### src/rtl/kvt_pkg.sv
`default_nettype none

package kvt_pkg;

  // Table geometry and field widths.
  localparam int unsigned CAPACITY_DEF = 16;
  localparam int unsigned MODE_W       = 2;
  localparam int unsigned KEY_W        = 32;
  localparam int unsigned VAL_W        = 8;
  localparam int unsigned STATUS_W     = 2;
  localparam int unsigned ENTRY_W      = KEY_W + VAL_W;
  localparam int unsigned TDATA_W      = 48;

  // Operation codes carried in the mode field.
  localparam logic [MODE_W-1:0] MODE_INSERT = 2'd0;
  localparam logic [MODE_W-1:0] MODE_GET    = 2'd1;
  localparam logic [MODE_W-1:0] MODE_FIND   = 2'd2;

  // Result status codes.
  localparam logic [STATUS_W-1:0] ST_OK      = 2'd0;
  localparam logic [STATUS_W-1:0] ST_PRESENT = 2'd1;
  localparam logic [STATUS_W-1:0] ST_MISS    = 2'd2;
  localparam logic [STATUS_W-1:0] ST_FULL    = 2'd3;

  // One result transaction, handed from the sequencer to the output register.
  typedef struct packed {
    logic [STATUS_W-1:0] status;
    logic [KEY_W-1:0]    key;
    logic [VAL_W-1:0]    value;
  } res_t;

  // Sequencer states.
  typedef enum logic [2:0] {
    S_IDLE = 3'b001,
    S_SCAN = 3'b010,
    S_DONE = 3'b100
  } state_e;

endpackage

`default_nettype wire

### src/rtl/kvt_ram.sv
`default_nettype none

module kvt_ram
  import kvt_pkg::*;
#(
  parameter int unsigned WIDTH = ENTRY_W,
  parameter int unsigned DEPTH = CAPACITY_DEF
) (
  input  wire logic                     clk_i,
  input  wire logic                     we_i,
  input  wire logic [$clog2(DEPTH)-1:0] waddr_i,
  input  wire logic [WIDTH-1:0]         wdata_i,
  input  wire logic                     re_i,
  input  wire logic [$clog2(DEPTH)-1:0] raddr_i,
  output logic      [WIDTH-1:0]         rdata_o
);

  logic [WIDTH-1:0] mem_q [DEPTH];

  // One write port and one registered read port.
  always_ff @(posedge clk_i) begin
    if (we_i) begin
      mem_q[waddr_i] <= wdata_i;
    end
    if (re_i) begin
      rdata_o <= mem_q[raddr_i];
    end
  end

endmodule

`default_nettype wire

### src/rtl/kvt_seq.sv
`default_nettype none

module kvt_seq
  import kvt_pkg::*;
#(
  parameter int unsigned CAPACITY = CAPACITY_DEF,
  localparam int unsigned AW = $clog2(CAPACITY),
  localparam int unsigned CW = $clog2(CAPACITY + 1)
) (
  input  wire logic                clk_i,
  input  wire logic                rst_ni,
  // Request side.
  input  wire logic                in_valid_i,
  output logic                     in_ready_o,
  input  wire logic [MODE_W-1:0]   in_mode_i,
  input  wire logic [KEY_W-1:0]    in_key_i,
  input  wire logic [VAL_W-1:0]    in_value_i,
  // Result side.
  output logic                     res_valid_o,
  input  wire logic                res_ready_i,
  output res_t                     res_o,
  // Entry memory.
  output logic                     ram_we_o,
  output logic [AW-1:0]            ram_waddr_o,
  output logic [ENTRY_W-1:0]       ram_wdata_o,
  output logic                     ram_re_o,
  output logic [AW-1:0]            ram_raddr_o,
  input  wire logic [ENTRY_W-1:0]  ram_rdata_i
);

  state_e            st_q, st_d;
  logic [CW-1:0]     ptr_q, ptr_d;
  logic [CW-1:0]     cnt_q, cnt_d;
  logic              rvld_q, rvld_d;
  logic [MODE_W-1:0] mode_q;
  logic [KEY_W-1:0]  key_q;
  logic [VAL_W-1:0]  val_q;
  res_t              res_q, res_d;
  logic [KEY_W-1:0]  rd_key;
  logic [VAL_W-1:0]  rd_val;
  logic              key_eq;
  logic              val_eq;
  logic              hit;
  logic              in_fire;

  assign rd_key  = ram_rdata_i[KEY_W-1:0];
  assign rd_val  = ram_rdata_i[ENTRY_W-1:KEY_W];
  assign in_fire = in_valid_i && in_ready_o;

  // Shared compare unit: one stored entry against the request per cycle.
  assign key_eq = (rd_key == key_q);
  assign val_eq = (rd_val == val_q);
  always_comb begin
    case (mode_q)
      MODE_INSERT: hit = rvld_q && key_eq;
      MODE_GET:    hit = rvld_q && key_eq;
      MODE_FIND:   hit = rvld_q && val_eq;
      default:     hit = 1'b0;
    endcase
  end

  // Sequencer: issue one read a cycle, compare the entry returned in the cycle after.
  always_comb begin
    st_d        = st_q;
    ptr_d       = ptr_q;
    cnt_d       = cnt_q;
    rvld_d      = 1'b0;
    res_d       = res_q;
    ram_we_o    = 1'b0;
    ram_re_o    = 1'b0;
    ram_raddr_o = ptr_q[AW-1:0];
    ram_waddr_o = cnt_q[AW-1:0];
    ram_wdata_o = {val_q, key_q};
    case (st_q)
      S_IDLE: begin
        if (in_valid_i) begin
          ptr_d = '0;
          st_d  = S_SCAN;
        end
      end
      S_SCAN: begin
        if (hit) begin
          res_d.status = (mode_q == MODE_INSERT) ? ST_PRESENT : ST_OK;
          res_d.key    = rd_key;
          res_d.value  = rd_val;
          st_d         = S_DONE;
        end else if (!rvld_q && (ptr_q == cnt_q)) begin
          // Every stored entry has been compared without a match.
          res_d.status = ST_MISS;
          res_d.key    = key_q;
          res_d.value  = '0;
          case (mode_q)
            MODE_INSERT: begin
              if (cnt_q == CW'(CAPACITY)) begin
                res_d.status = ST_FULL;
              end else begin
                ram_we_o     = 1'b1;
                cnt_d        = cnt_q + CW'(1);
                res_d.status = ST_OK;
                res_d.value  = val_q;
              end
            end
            MODE_FIND: begin
              res_d.key = '1;
            end
            default: begin
              res_d.key = key_q;
            end
          endcase
          st_d = S_DONE;
        end else if (ptr_q != cnt_q) begin
          ram_re_o = 1'b1;
          ptr_d    = ptr_q + CW'(1);
          rvld_d   = 1'b1;
        end
      end
      S_DONE: begin
        if (res_ready_i) begin
          st_d = S_IDLE;
        end
      end
      default: begin
        st_d = S_IDLE;
      end
    endcase
  end

  assign in_ready_o  = (st_q == S_IDLE);
  assign res_valid_o = (st_q == S_DONE);
  assign res_o       = res_q;

  // Control state.
  always_ff @(posedge clk_i or negedge rst_ni) begin
    if (!rst_ni) begin
      st_q   <= S_IDLE;
      ptr_q  <= '0;
      cnt_q  <= '0;
      rvld_q <= 1'b0;
    end else begin
      st_q   <= st_d;
      ptr_q  <= ptr_d;
      cnt_q  <= cnt_d;
      rvld_q <= rvld_d;
    end
  end

  // Request and result payload.
  always_ff @(posedge clk_i) begin
    if (in_fire) begin
      mode_q <= in_mode_i;
      key_q  <= in_key_i;
      val_q  <= in_value_i;
    end
    res_q <= res_d;
  end

  // The entry count never exceeds the capacity.
  assert property (@(posedge clk_i) disable iff (!rst_ni) cnt_q <= CW'(CAPACITY))
    else $error("entry count above capacity");

  // Entries are written only at the end of an insert scan.
  assert property (@(posedge clk_i) disable iff (!rst_ni)
    ram_we_o |-> (st_q == S_SCAN) && (mode_q == MODE_INSERT) && !rvld_q)
    else $error("entry write outside an insert");

  // The count moves only by one and only with an entry write.
  assert property (@(posedge clk_i) disable iff (!rst_ni)
    ram_we_o |=> cnt_q == $past(cnt_q) + CW'(1))
    else $error("entry count did not follow a write");

  // No read is outstanding when a new transaction starts its scan.
  assert property (@(posedge clk_i) disable iff (!rst_ni)
    in_fire |=> (st_q == S_SCAN) && !rvld_q && (ptr_q == '0))
    else $error("scan did not start cleanly");

endmodule

`default_nettype wire

### src/rtl/key_value_table_linear.sv
// Channel  Direction  tdata fields (lowest bit first)
// s_axis   in         mode[1:0], key[33:2], value[41:34], zero pad to 48 bits
// m_axis   out        status[1:0], key_out[33:2], value_out[41:34], zero pad to 48 bits
//
// One transaction is taken at a time. Its scan runs over the stored entries,
// with the single compare unit reading one entry per cycle from the entry memory.
// Reset clears the entry count, so the table starts empty; no clearing pass.
// A finished result waits in the output register while the next request is
// scanned; a result stalls the sequencer only while that register is full and not taken.
`default_nettype none

module key_value_table_linear
  import kvt_pkg::*;
#(
  parameter int unsigned CAPACITY = CAPACITY_DEF
) (
  input  wire logic               clk_i,
  input  wire logic               rst_ni,
  input  wire logic               s_axis_tvalid_i,
  output logic                    s_axis_tready_o,
  input  wire logic [TDATA_W-1:0] s_axis_tdata_i,  // mode, key, value
  output logic                    m_axis_tvalid_o,
  input  wire logic               m_axis_tready_i,
  output logic      [TDATA_W-1:0] m_axis_tdata_o   // status, key_out, value_out
);

  localparam int unsigned AW = $clog2(CAPACITY);

  logic               res_valid;
  logic               res_ready;
  res_t               res;
  logic               ram_we;
  logic [AW-1:0]      ram_waddr;
  logic [ENTRY_W-1:0] ram_wdata;
  logic               ram_re;
  logic [AW-1:0]      ram_raddr;
  logic [ENTRY_W-1:0] ram_rdata;
  logic               out_vld_q, out_vld_d;
  res_t               out_q;

  kvt_seq #(
    .CAPACITY (CAPACITY)
  ) u_seq (
    .clk_i       (clk_i),
    .rst_ni      (rst_ni),
    .in_valid_i  (s_axis_tvalid_i),
    .in_ready_o  (s_axis_tready_o),
    .in_mode_i   (s_axis_tdata_i[MODE_W-1:0]),
    .in_key_i    (s_axis_tdata_i[MODE_W+KEY_W-1:MODE_W]),
    .in_value_i  (s_axis_tdata_i[MODE_W+KEY_W+VAL_W-1:MODE_W+KEY_W]),
    .res_valid_o (res_valid),
    .res_ready_i (res_ready),
    .res_o       (res),
    .ram_we_o    (ram_we),
    .ram_waddr_o (ram_waddr),
    .ram_wdata_o (ram_wdata),
    .ram_re_o    (ram_re),
    .ram_raddr_o (ram_raddr),
    .ram_rdata_i (ram_rdata)
  );

  kvt_ram #(
    .WIDTH (ENTRY_W),
    .DEPTH (CAPACITY)
  ) u_ram (
    .clk_i   (clk_i),
    .we_i    (ram_we),
    .waddr_i (ram_waddr),
    .wdata_i (ram_wdata),
    .re_i    (ram_re),
    .raddr_i (ram_raddr),
    .rdata_o (ram_rdata)
  );

  // Output register: loads when empty or when its transaction is taken.
  assign res_ready = !out_vld_q || m_axis_tready_i;
  always_comb begin
    out_vld_d = out_vld_q;
    if (m_axis_tready_i) begin
      out_vld_d = 1'b0;
    end
    if (res_valid && res_ready) begin
      out_vld_d = 1'b1;
    end
  end

  always_ff @(posedge clk_i or negedge rst_ni) begin
    if (!rst_ni) begin
      out_vld_q <= 1'b0;
    end else begin
      out_vld_q <= out_vld_d;
    end
  end

  always_ff @(posedge clk_i) begin
    if (res_valid && res_ready) begin
      out_q <= res;
    end
  end

  assign m_axis_tvalid_o = out_vld_q;
  assign m_axis_tdata_o  = {{(TDATA_W - STATUS_W - KEY_W - VAL_W){1'b0}},
                            out_q.value, out_q.key, out_q.status};

endmodule

`default_nettype wire
### config.mk
export PLATFORM = sky130hd
export DESIGN_NAME = key_value_table_linear
export DESIGN_NICKNAME = d
export VERILOG_FILES = /design/src/rtl/kvt_pkg.sv /design/src/rtl/kvt_ram.sv /design/src/rtl/kvt_seq.sv /design/src/rtl/key_value_table_linear.sv
export SDC_FILE = /design/constraint.sdc
export NUM_CORES = 1
export LEC_CHECK = 0
export BUFFER_PORTS_ARGS = -buffer_cell sky130_fd_sc_hd__buf_4
export CORE_MARGIN = 2
export CORE_UTILIZATION = 58
export CTS_BUF_LIST = sky130_fd_sc_hd__clkbuf_8
export DETAILED_ROUTE_END_ITERATION = 12
export HOLD_SLACK_MARGIN = 0.05
export PLACE_DENSITY = 0.85
export SYNTH_ARGS = -nofsm -noshare
export SYNTH_HDL_FRONTEND = slang
export SYNTH_SLANG_ARGS = --single-unit
### constraint.sdc
create_clock -name clk_i -period 4.5 [get_ports clk_i]
set_clock_uncertainty 0.2 [all_clocks]
set_input_delay 0.225 -clock clk_i [delete_from_list [all_inputs] [get_ports clk_i]]
set_output_delay 0.225 -clock clk_i [all_outputs]
set_load 0.01 [all_outputs]
### Yosys cells after proc, flatten, opt, wreduce, memory -nomap -nowiden

Memories as Yosys holds them, arrays and structs flattened. A register that Yosys moved wholly into a read port is not among the register bits.
Cells that the tools add are included.

* register bits: 141
* latch bits: 0
* memory bits (writable): 640
* bits in read-only memories: 0
* output and inout bits: 50
* word-level logic and storage cells: 84
* memories kept: 1

Memory list
* u_ram.mem_q: words 16, bits a word 40, rd ports 1, clocked after Yosys merged registers in 1, wr ports 1, line kvt_ram.sv:18 `logic [WIDTH-1:0] mem_q [DEPTH];`

* add/sub/neg operators: 2
* $mul: 0
* divide/modulo/power cells: 0
* magnitude comparators: 0
* eq/ne operators: 16
* shift operators: 0
* multiplexer cells: 32
* bitwise operators: 2
* reduce and logical (&&, ||, !) cells: 17

Operators by type and width (number)
* $mux W42: 2
* $eq A32 B32 Y1: 1
* $mux W32: 1
* $mux W5: 4
* $mux W8: 2
* $mux W1: 14
* $mux W3: 4
* $add A5 B1 Y5 const B: 2
* $pmux W5 S2: 1
* $reduce_and A5 Y1: 2
* $pmux W3 S3: 1
* $eq A8 B8 Y1: 1
* $ne A2 B2 Y1 const B: 3
* $reduce_bool A2 Y1: 3
* $eq A5 B5 Y1: 1
* $eq A5 B5 Y1 const B: 1
* $logic_and A1 B1 Y1: 5
* $ne A5 B5 Y1: 1
* $mux W2: 2
* $ne A2 B1 Y1 const B: 2
* $eq A3 B1 Y1 const B: 1
* $eq A3 B2 Y1 const B: 1
* $eq A3 B3 Y1 const B: 1
* $ne A3 B1 Y1 const B: 1
* other kinds (10): 12

### Logic depth before layout (Yosys ltp)

Gate-level depths: netlist of the first run.

* word-level depth: 8
* gate-level depth with buffers: 8
* gate-level depth less buffers: 6

### Cells and area by module

Synthesis of the first run repeated with hierarchy kept, for this count alone.

* cells, all modules: 1471
* area, all modules: 31448.9 sq um

By module, submodules not included
* kvt_ram: instances 1, cells each 1040, area an instance 25532.0 sq um, seq. area each 20419.6 sq um
* kvt_seq: instances 1, cells each 378, area an instance 4553.1 sq um, seq. area each 2874.0 sq um
* key_value_table_linear: instances 1, cells each 53, area an instance 1363.8 sq um, seq. area each 1286.2 sq um

### Worst setup path after synthesis of the first run

No wires, ideal clock.

* path type: reg2reg
* from: register u_seq.st_q[0]
* to: register u_ram.rdata_o[0], read port of u_ram.mem_q, enable pin
* arrival time: 4443 ps
* data required time: 3861 ps
* path slack: -582 ps
* cell stages (with the launch flop): 6
* period minus slack after synthesis: 5082 ps
* cells stage by stage: dfstp_2 > nor3b_1 > and2_1 > clkbuf_1 > o2bb2ai_2 > nor2_1

* word-level cells in the longest chain between the ends: 2

RTL lines
* start, declared: line kvt_seq.sv:31 `state_e st_q, st_d;`
* start signal, assigned: line kvt_seq.sv:140 `st_q <= st_d;`
* $eq A3 B2 Y1: line kvt_seq.sv:74 `case (st_q)`
* $mux W1: line kvt_seq.sv:74
* named net ram_re: line key_value_table_linear.sv:35 `logic ram_re;`
* end, declared: line kvt_ram.sv:15 `output logic [WIDTH-1:0] rdata_o`

The timed path passes the listed nets, and every way through them passes these cells.
A chain may end at the register's enable or synchronous reset.

### Worst setup path in the final report of the first run

* from: register u_seq.key_q[26]
* to: memory u_ram.mem_q[15][27] (netlist bit), enable pin

* word-level cells in the longest chain between the ends: 7

RTL lines
* start, declared: line kvt_seq.sv:36 `logic [KEY_W-1:0] key_q;`
* start signal, assigned: line kvt_seq.sv:151 `key_q <= in_key_i;`
* $eq A32 B32 Y1: line kvt_seq.sv:51 `assign key_eq = (rd_key == key_q);`
* $logic_and A1 B1 Y1: line kvt_seq.sv:55, kvt_seq.sv:56
* $pmux W1 S2: line kvt_seq.sv:54 `case (mode_q)`
* $mux W1: line kvt_seq.sv:82 `if (hit) begin`
* $mux W1: line kvt_seq.sv:74
* $mux W1: line kvt_ram.sv:22 `if (we_i) begin`
* $mux W1 (implied by the code): line kvt_ram.sv:23 `mem_q[waddr_i] <= wdata_i;`
* end, declared: line kvt_ram.sv:18

Every way passes these cells.

==> results of run 1 <==
where the power goes:
part | switching (uW) | internal (uW) | total (uW) | leakage [uW]
Combinational | 1300 | 1460 | 2760 | 0.00293
Sequential | 441 | 9060 | 9500 | 0.00746
Clock | 2750 | 3010 | 5760 | 0.00132
how the worst max path moves through the flow:
stage / from / endpoint / slack (ns) / cells past startpoint
finish: u_seq.key_q[26] / u_ram.mem_q[15][27] / 0.55 / 9
global route: u_seq.key_q[26] / u_ram.mem_q[15][14] / 0.37 / 9
CTS: u_seq.key_q[26] / u_ram.mem_q[15][24] / 0.58 / 9
detailed placement: u_seq.key_q[17] / u_ram.mem_q[4][27] / 0.58 / 8
global placement: u_seq.key_q[17] / u_seq.res_o[26] / 0.78 / 9
floorplan: u_seq.st_q[0] / u_ram.rdata_o[0] / 0.09 / 5
cells in the final DEF (no fill, tap or decap), types with 6 or more instances in the layout:
cell type / count
sky130_fd_sc_hd__a21oi_1: 7
sky130_fd_sc_hd__and3_2: 11
sky130_fd_sc_hd__and3_4: 6
sky130_fd_sc_hd__buf_12: 11
sky130_fd_sc_hd__buf_4: 113
sky130_fd_sc_hd__bufinv_16: 7
sky130_fd_sc_hd__clkbuf_8: 127
sky130_fd_sc_hd__clkinv_1: 39
sky130_fd_sc_hd__clkinv_2: 12
sky130_fd_sc_hd__conb_1: 6
sky130_fd_sc_hd__dfrtp_1: 11
sky130_fd_sc_hd__dlygate4sd3_1: 88
sky130_fd_sc_hd__edfxtp_1: 806
sky130_fd_sc_hd__inv_1: 41
sky130_fd_sc_hd__mux2_4: 30
sky130_fd_sc_hd__mux4_2: 200
sky130_fd_sc_hd__nand2_1: 15
sky130_fd_sc_hd__nand2b_1: 34
sky130_fd_sc_hd__nand3_1: 15
sky130_fd_sc_hd__nor2_1: 8
sky130_fd_sc_hd__nor4_1: 8
sky130_fd_sc_hd__o21ai_0: 11
sky130_fd_sc_hd__xnor2_1: 10
sky130_fd_sc_hd__xor2_1: 39
worst reg2reg max path, stage by stage (launching register included):
cell and delay, ns:
sky130_fd_sc_hd__edfxtp_1 0.69, sky130_fd_sc_hd__xor2_1 0.27, sky130_fd_sc_hd__nor4_1 0.12, sky130_fd_sc_hd__buf_4 0.16
sky130_fd_sc_hd__nand4_1 0.12, sky130_fd_sc_hd__buf_4 0.14, sky130_fd_sc_hd__o21ai_1 0.13, sky130_fd_sc_hd__a211oi_4 0.61
sky130_fd_sc_hd__and3_2 0.67, sky130_fd_sc_hd__buf_4 0.47
flip-flops by register name, indices dropped and copies added, names as in the netlist, 3 cells and up:
name and cells:
u_seq.st_q 3, m_axis_tdata_o 42, u_seq.res_o 42, u_seq.val_q 8, u_ram.rdata_o 40, u_seq.ptr_q 5
u_ram.mem_q 640, u_seq.cnt_q 5, u_seq.key_q 32
layer usage:
| metal | up-vias | track usage [%] |
|---|---|---|
| li1 | 6162 | - |
| met1 | 7758 | 33.40 |
| met2 | 950 | 39.87 |
| met3 | 137 | 4.733 |
| met4 | 0 | 8.957 |
| met5 | - | 0 |
kinds of logic after synthesis:
logic type	synth area share [%]
xor+xnor	1.367
compound gates	0.7574
flops	78.31
buf+inv	1.256
simple gates	2.169
fa+ha+maj	0.1993
other cells	0.01195
mux	15.93
what timing repair did:
| action | 4_1_cts | 5_1_grt |
|---|---|---|
| hold buffers | 88 | 0 |
| setup buffers | 0 | 0 |
| hold endpoints to repair | 65 | 0 |
cell type report:
type	instances	area (um^2)	area share, %
tap	696	870.8	2.401
inverter	7	26.28	0.07243
timing repair buffer	212	1949	5.374
clock inverter	99	603.1	1.663
sequential	821	24590	67.78
multi-input combinational	447	6489	17.89
clock buffer	127	1748	4.819
per-stage QoR:
step / hold slack (ns) / worst slack [ns] / cells
6_report: 0.1974 / 0.5538 / 2409
2_1_floorplan: -0.2706 / 0.08890 / 1341
3_3_place_gp: -0.1129 / 0.7753 / 2095
5_1_grt: 0.2022 / 0.3665 / 2409
4_1_cts: 0.1569 / 0.5800 / 2409
3_5_place_dp: -0.1031 / 0.5789 / 2095
==> results.txt, run 1 <==
----------------------------------------------------
[Critical path]
  Buffers and inverters on the worst path ... 3
  Crit Path Class ... reg -> reg
  R2R Path Start ... u_seq.key_q[26]
  Largest delay contributor family on the critical path ... simple AND/OR/NAND/NOR gates
  Slowest Stage Delay on Critical Path ... 0.69 ns
  List of cells traversed by the critical path ... xor2_1 -> nor4_1 -> buf_4 -> nand4_1 -> buf_4 -> o21ai_1 -> a211oi_4 -> and3_2 -> buf_4
  Largest driver fanout on the critical path ... 19
  CP Launch Type ... flop
  Endpoint arrival time on the critical path ... 4.10 ns
  Most frequent cell on the critical path ... sky130_fd_sc_hd__buf_4
  Reg2Reg Setup Slack ... 0.55 ns
  Data required time of the critical path ... 4.66 ns
  Critical Path Sink Type ... flop
  Slowest stage cell, crit path ... sky130_fd_sc_hd__edfxtp_1
  End of the worst register-to-register path ... u_ram.mem_q[15][27]
  Reg2Reg Depth ... 9

[Placement]
  Estimated wirelength of the detail-placed design ... 34830 um
  Post-detailed-placement cell area ... 33040 um^2
  Buffers added on ports ... 89
  Final Wtd Congestion ... 0.8108

[Final layout]
  FILL cells ... 3057
  Final core utilization ... 67.54%
  P&R area growth vs syn ... 15.58%
  Design Area, Final ... 36270 um^2
  Final-stage net count ... 1667
  Fraction of final layout cells with drive strength greater than 1 ... 31.58%
  Count of antenna diodes in the layout ... 0

[Clock network]
  Latest clock arrival within the worst-skew pair ... 0.72 ns
  Total number of H-tree levels ... 3
  Root Driver ... sky130_fd_sc_hd__clkbuf_8
  Inserted Clock Buffers ... 121
  Clock-pin slew on the worst setup and hold paths ... 0.06 ns
  Longest Clk Path Bufs ... 3
  CTS tree ... yes
  Post-cts repair resize count ... 0
  TritonCTS Sinks ... 821

[Power]
  Cell Pwr Density ... 496.9 nW/um^2
  Leakage component of the power ... 0.01171 uW
  Largest vdd supply drop ... 409.9 uV
  Final Power ... 18020 uW

[STA]
  Setup violations, final ... 0
  Final count of pins violating max slew ... 0
  Time the worst path needs with I/O delays and setup ... 3.946 ns
  Final cycle utilization of the critical path ... 87.69%
  RSZ-0062 raised after global routing ... false
  Setup TNS ... 0 ns
  Number of hold violations in the final report ... 0
  Relative slew margins ... 24.91%
  Highest attainable clock frequency ... 0.2534 GHz
  Transition at the pin with the smallest max-transition slack ... 1.126 ns

[Synth]
  Warning count from the yosys run ... 0
  Mean instance size in the synthesized netlist ... 23.49 um^2
  Count of flip-flops with a built-in enable after synthesis ... 806
  Top post-synthesis cells by count ... sky130_fd_sc_hd__edfxtp_1 (806), sky130_fd_sc_hd__mux4_2 (200), sky130_fd_sc_hd__xor2_1 (39), sky130_fd_sc_hd__nand2b_1 (35), sky130_fd_sc_hd__mux2_4 (30)
  Summed instance area of the synthesized netlist ... 31390 um^2
  Share of flip-flops with an asynchronous set or reset after synthesis ... 1.827%
  Most used DFF post-synth ... sky130_fd_sc_hd__edfxtp_1
  Share of the synthesized area in the top cell type ... 77.11%
  Most common cell in the netlist ... sky130_fd_sc_hd__edfxtp_1
  Sequential fraction of the synthesis area ... 78.31%
  Synth top area cells ... sky130_fd_sc_hd__edfxtp_1 (77%), sky130_fd_sc_hd__mux4_2 (14%), sky130_fd_sc_hd__mux2_4 (1.4%)
  Post-synthesis cell count ... 1336
  Cell taking the most area after synthesis ... sky130_fd_sc_hd__edfxtp_1
  #FFs+latches synth ... 821
  Number of unique standard cell types used by synthesis ... 47

[Route]
  Met3 WL ... 6369 um
  Length of routed wiring on met1 ... 24870 um
  Per-cell via count in the routed design ... 6.230
  Post-route DRC ... 0
  Total via count after detailed routing ... 15007
  Routed WL ... 66730 um
  Average wire length per cell after detail routing ... 27.70 um
  Routed wire length on met2 ... 33660 um
  Antenna Violating Nets Remaining ... 0
  Detailed Route Iter0 Violations ... 1943
  First-pass iteration count of the detailed router ... 5
  Top Metal Used ... met4

[Floorplan]
  Core Region ... 53710 um^2
  Cell row count ... 85
  Horizontal extent of the die ... 236.6 um
  Vertical die dimension ... 236.6 um
  Ports placed on the boundary ... 102
  Initial Util ... 58.44%
  Die area ... 55990 um^2

[Outcome]
  Result of the run ... finished, final reports clean

[Worst hold path]
  Launch instance of the worst min-delay path ... m_axis_tready_i
  Worst hold path type ... in -> reg
  Cells on Worst Hold Path ... 4
  End point of the most critical hold path ... m_axis_tvalid_o

[Global routing]
  Initial antenna violation count ... 0
  Overall global routing resource usage ... 24.41%
  Wire length of the first global-routing pass ... 98420 um
  GRT overflow ... 0
  Maximum number of pins on one net before global-route repair ... 164
  Number of global-route vias before repair ... 15534

[Run]
  Max-Cap Viols ... 0

----------------------------------------------------
No activity file was read; power rests on OpenSTA's default activity.
==> run 2, diff against run 1 <==
--- a/config.mk
+++ b/config.mk
@@ -9,9 +9,10 @@
 export CORE_MARGIN = 2
 export CORE_UTILIZATION = 58
 export CTS_BUF_LIST = sky130_fd_sc_hd__clkbuf_8
+export CTS_CLUSTER_DIAMETER = 30
 export DETAILED_ROUTE_END_ITERATION = 12
 export HOLD_SLACK_MARGIN = 0.05
-export PLACE_DENSITY = 0.85
+export PLACE_DENSITY = 0.84
 export SYNTH_ARGS = -nofsm -noshare
 export SYNTH_HDL_FRONTEND = slang
 export SYNTH_SLANG_ARGS = --single-unit
==> run 2 against run 1 <==
Compared with the run above:
- final cell count is 0.83% higher
- register-to-register slack worse by 0.06 ns
- combinational power hardly changed
- routed wire length is 4.6% higher
- via count is 1.8% higher
- worst hold slack worse by 0.052 ns
- core utilization is 1.1 points higher
- flip-flop and latch count stayed put
- clock power is 24% higher
- count of clock-buffer cells in the layout is 27 higher
- critical endpoint is now u_ram.mem_q[6][26]
==> results.txt, run 2 (synthesized netlist as in run 1, its figures left out) <==
----------------------------------------------------
[Final layout]
  Design Area, Final ... 36870 um^2 (+1.6%)
  Most common cell after layout, fill and taps aside ... sky130_fd_sc_hd__edfxtp_1
  Final core utilization ... 68.64% (+1.1 points)
  Highest-count cells in the layout ignoring fill and taps ... sky130_fd_sc_hd__edfxtp_1 (806), sky130_fd_sc_hd__mux4_2 (200), sky130_fd_sc_hd__clkbuf_8 (154)
  Final-stage net count ... 1678 (+0.66%)
  Fraction of final layout cells with drive strength greater than 1 ... 33.76% (+2.2 points)
  Top register by number of flip-flops ... u_ram.mem_q
  P&R area growth vs syn ... 17.46%
  Footprint of the multi-input gates ... 6511 um^2 (+0.35%)
  Register Area ... 24590 um^2 (unchanged)
  Count of antenna diodes in the layout ... 0 (unchanged)
  FILL cells ... 3029 (-0.92%)
  Final std cells w/o fill ... 2429 (+0.83%)
  Number of flip-flops under the largest register name ... 640 (unchanged)

[Clock network]
  Latest clock arrival within the worst-skew pair ... 0.80 ns (+0.08 ns)
  CTS tree ... yes
  Longest Clk Path Bufs ... 3 (unchanged)
  TritonCTS Sinks ... 821 (unchanged)
  Total number of H-tree levels ... 4 (+1)
  Clock-pin slew on the worst setup and hold paths ... 0.06 ns (about the same)
  Root Driver ... sky130_fd_sc_hd__clkbuf_8
  Inserted Clock Buffers ... 144 (+19%)
  Post-cts repair resize count ... 0 (unchanged)

[STA]
  Number of hold violations in the final report ... 0 (unchanged)
  Final cycle utilization of the critical path ... 88.96% (+1.3 points)
  Setup TNS ... 0 ns (unchanged)
  Relative slew margins ... 27.45% (+2.5 points)
  Highest attainable clock frequency ... 0.2498 GHz (-1.4%)
  Final count of pins violating max slew ... 0 (unchanged)
  Time the worst path needs with I/O delays and setup ... 4.003 ns (+0.05689 ns)
  Setup violations, final ... 0 (unchanged)
  RSZ-0062 raised after global routing ... false
  Transition at the pin with the smallest max-transition slack ... 1.088 ns (-0.03810 ns)

[Critical path]
  Crit Path Class ... reg -> reg
  Slowest stage cell, crit path ... sky130_fd_sc_hd__and3_4
  Slowest Stage Delay on Critical Path ... 0.97 ns (+0.28 ns)
  List of cells traversed by the critical path ... xor2_1 -> nor4_1 -> buf_4 -> nand4_1 -> o21ai_1 -> a211oi_4 -> and3_4
  Reg2Reg Setup Slack ... 0.50 ns (-0.06 ns)
  Largest driver fanout on the critical path ... 40 (+21)
  Data required time of the critical path ... 4.68 ns (+0.02 ns)
  Endpoint arrival time on the critical path ... 4.19 ns (+0.09 ns)
  CP Launch Type ... flop
  Crit path launch ... u_seq.key_q[15]
  R2R Path Start ... u_seq.key_q[15]
  Critical Path Sink Type ... flop

[Worst hold path]
  Worst hold path type ... in -> reg
  Launch instance of the worst min-delay path ... m_axis_tready_i

[Global routing]
  Initial antenna violation count ... 1 (+1)
  Global Route met2 Usage ... 41.59% (+1.7 points)
  GR Util met1 ... 34.34% (+0.94 points)
  Number of global-route vias before repair ... 15836 (+1.9%)
  Maximum number of pins on one net before global-route repair ... 164 (unchanged)
  Most Crowded Layer GR ... met2
  M3 GR Usage ... 5.887% (+1.2 points)
  GRT overflow ... 0 (unchanged)
  Wire length of the first global-routing pass ... 101700 um (+3.3%)
  Overall global routing resource usage ... 25.67% (+1.3 points)

[Route]
  First-pass iteration count of the detailed router ... 5 (unchanged)
  Routed WL ... 69830 um (+4.6%)
  Detailed Route Iter0 Violations ... 2228 (+15%)
  Total via count after detailed routing ... 15280 (+1.8%)
  Per-cell via count in the routed design ... 6.291 (+0.98%)
  Antenna Violating Nets Remaining ... 0 (unchanged)
  Average wire length per cell after detail routing ... 28.75 um (+3.8%)
  Post-route DRC ... 0 (unchanged)

[Power]
  Largest vdd supply drop ... 450.3 uV (+9.9%)
  Final Power ... 19440 uW (+7.9%)
  Cell Pwr Density ... 527.4 nW/um^2 (+6.1%)
  Leakage component of the power ... 0.01191 uW (+1.8%)

[Placement]
  Final Wtd Congestion ... 0.7417 (-8.5%)
  Buffers added on ports ... 89 (unchanged)
  Estimated wirelength of the detail-placed design ... 32780 um (-5.9%)
  Post-detailed-placement cell area ... 32940 um^2 (-0.30%)
  Cell Count Post-Placement ... 2082 (-0.62%)

[Floorplan]
  Initial Util ... 58.44% (unchanged)
  Vertical die dimension ... 236.6 um (unchanged)
  Ports placed on the boundary ... 102 (unchanged)
  Die area ... 55990 um^2 (unchanged)
  Core Region ... 53710 um^2 (unchanged)
  Cell row count ... 85 (unchanged)
  Horizontal extent of the die ... 236.6 um (unchanged)

[Run]
  Max-Cap Viols ... 0 (unchanged)

[Outcome]
  Result of the run ... finished, final reports clean

----------------------------------------------------
## run 2: changes by cell type in the layout (fill, tap and decap cells not counted), sizes merged
| cell | change |
|---|---|
| dlygate4sd3 | +1 |
| clkinv | +1 |
| clkbuf | +27 |
| buf | -13 |
| inv | -10 |
| clkinvlp | +5 |
| bufinv | +9 |
## run 2: what timing repair did
action,CTS,global route
hold endpoints to repair,65,0
hold buffers,89,0
buffers inserted,0,0
## run 2: per-stage QoR
step | hold WS [ns] | worst slack [ns]
2_1_floorplan | -0.2706 | 0.08890
3_3_place_gp | -0.1056 | 0.7580
3_5_place_dp | -0.1015 | 0.6342
4_1_cts | 0.08631 | 0.5580
5_1_grt | 0.1546 | 0.3762
6_report | 0.1454 | 0.4969
## run 2: cell type report
cell class,count,share of cell area [%]
Sequential cell,821,66.70
Clock inverter,104,2.474
Inverter,7,0.07127
Clock buffer,154,5.749
Tap cell,696,2.362
Timing Repair Buffer,200,4.982
Multi-Input combinational cell,447,17.66
## run 2: worst max-delay path: cells and delay by family (launching register included)
family,cells,cell delay (ns)
flip-flops,1,0.72
AND/OR/NAND/NOR,3,1.34
XOR/XNOR,1,0.33
AO/OA/AOI/OAI,2,0.80
buffers and inverters,1,0.18
## run 2: power breakdown
part	internal, uW	switching (uW)	total, uW
registers	9060	479	9540
logic	1470	1270	2730
clock network	4110	3060	7170
total	14600	4800	19400
## run 2: worst paths after layout
kind,endpoint,depth (start not counted)
hold / removal,m_axis_tvalid_o,4
min in group asynchronous,m_axis_tvalid_o,3
setup / recovery,u_ram.mem_q[6][26],7
hold reg to reg,m_axis_tdata_o[19],0
max in group asynchronous,u_seq.ptr_q[1],3
setup reg to reg,u_ram.mem_q[6][26],7
## run 2: per-layer routing
layer	vias to the layer above	routed length, um	part of all wire [%]
li1	6208	-	-
met4	0	2093	3.0
met5	-	0	0
met3	158	6756	9.7
met2	1018	35340	51
met1	7896	25640	37
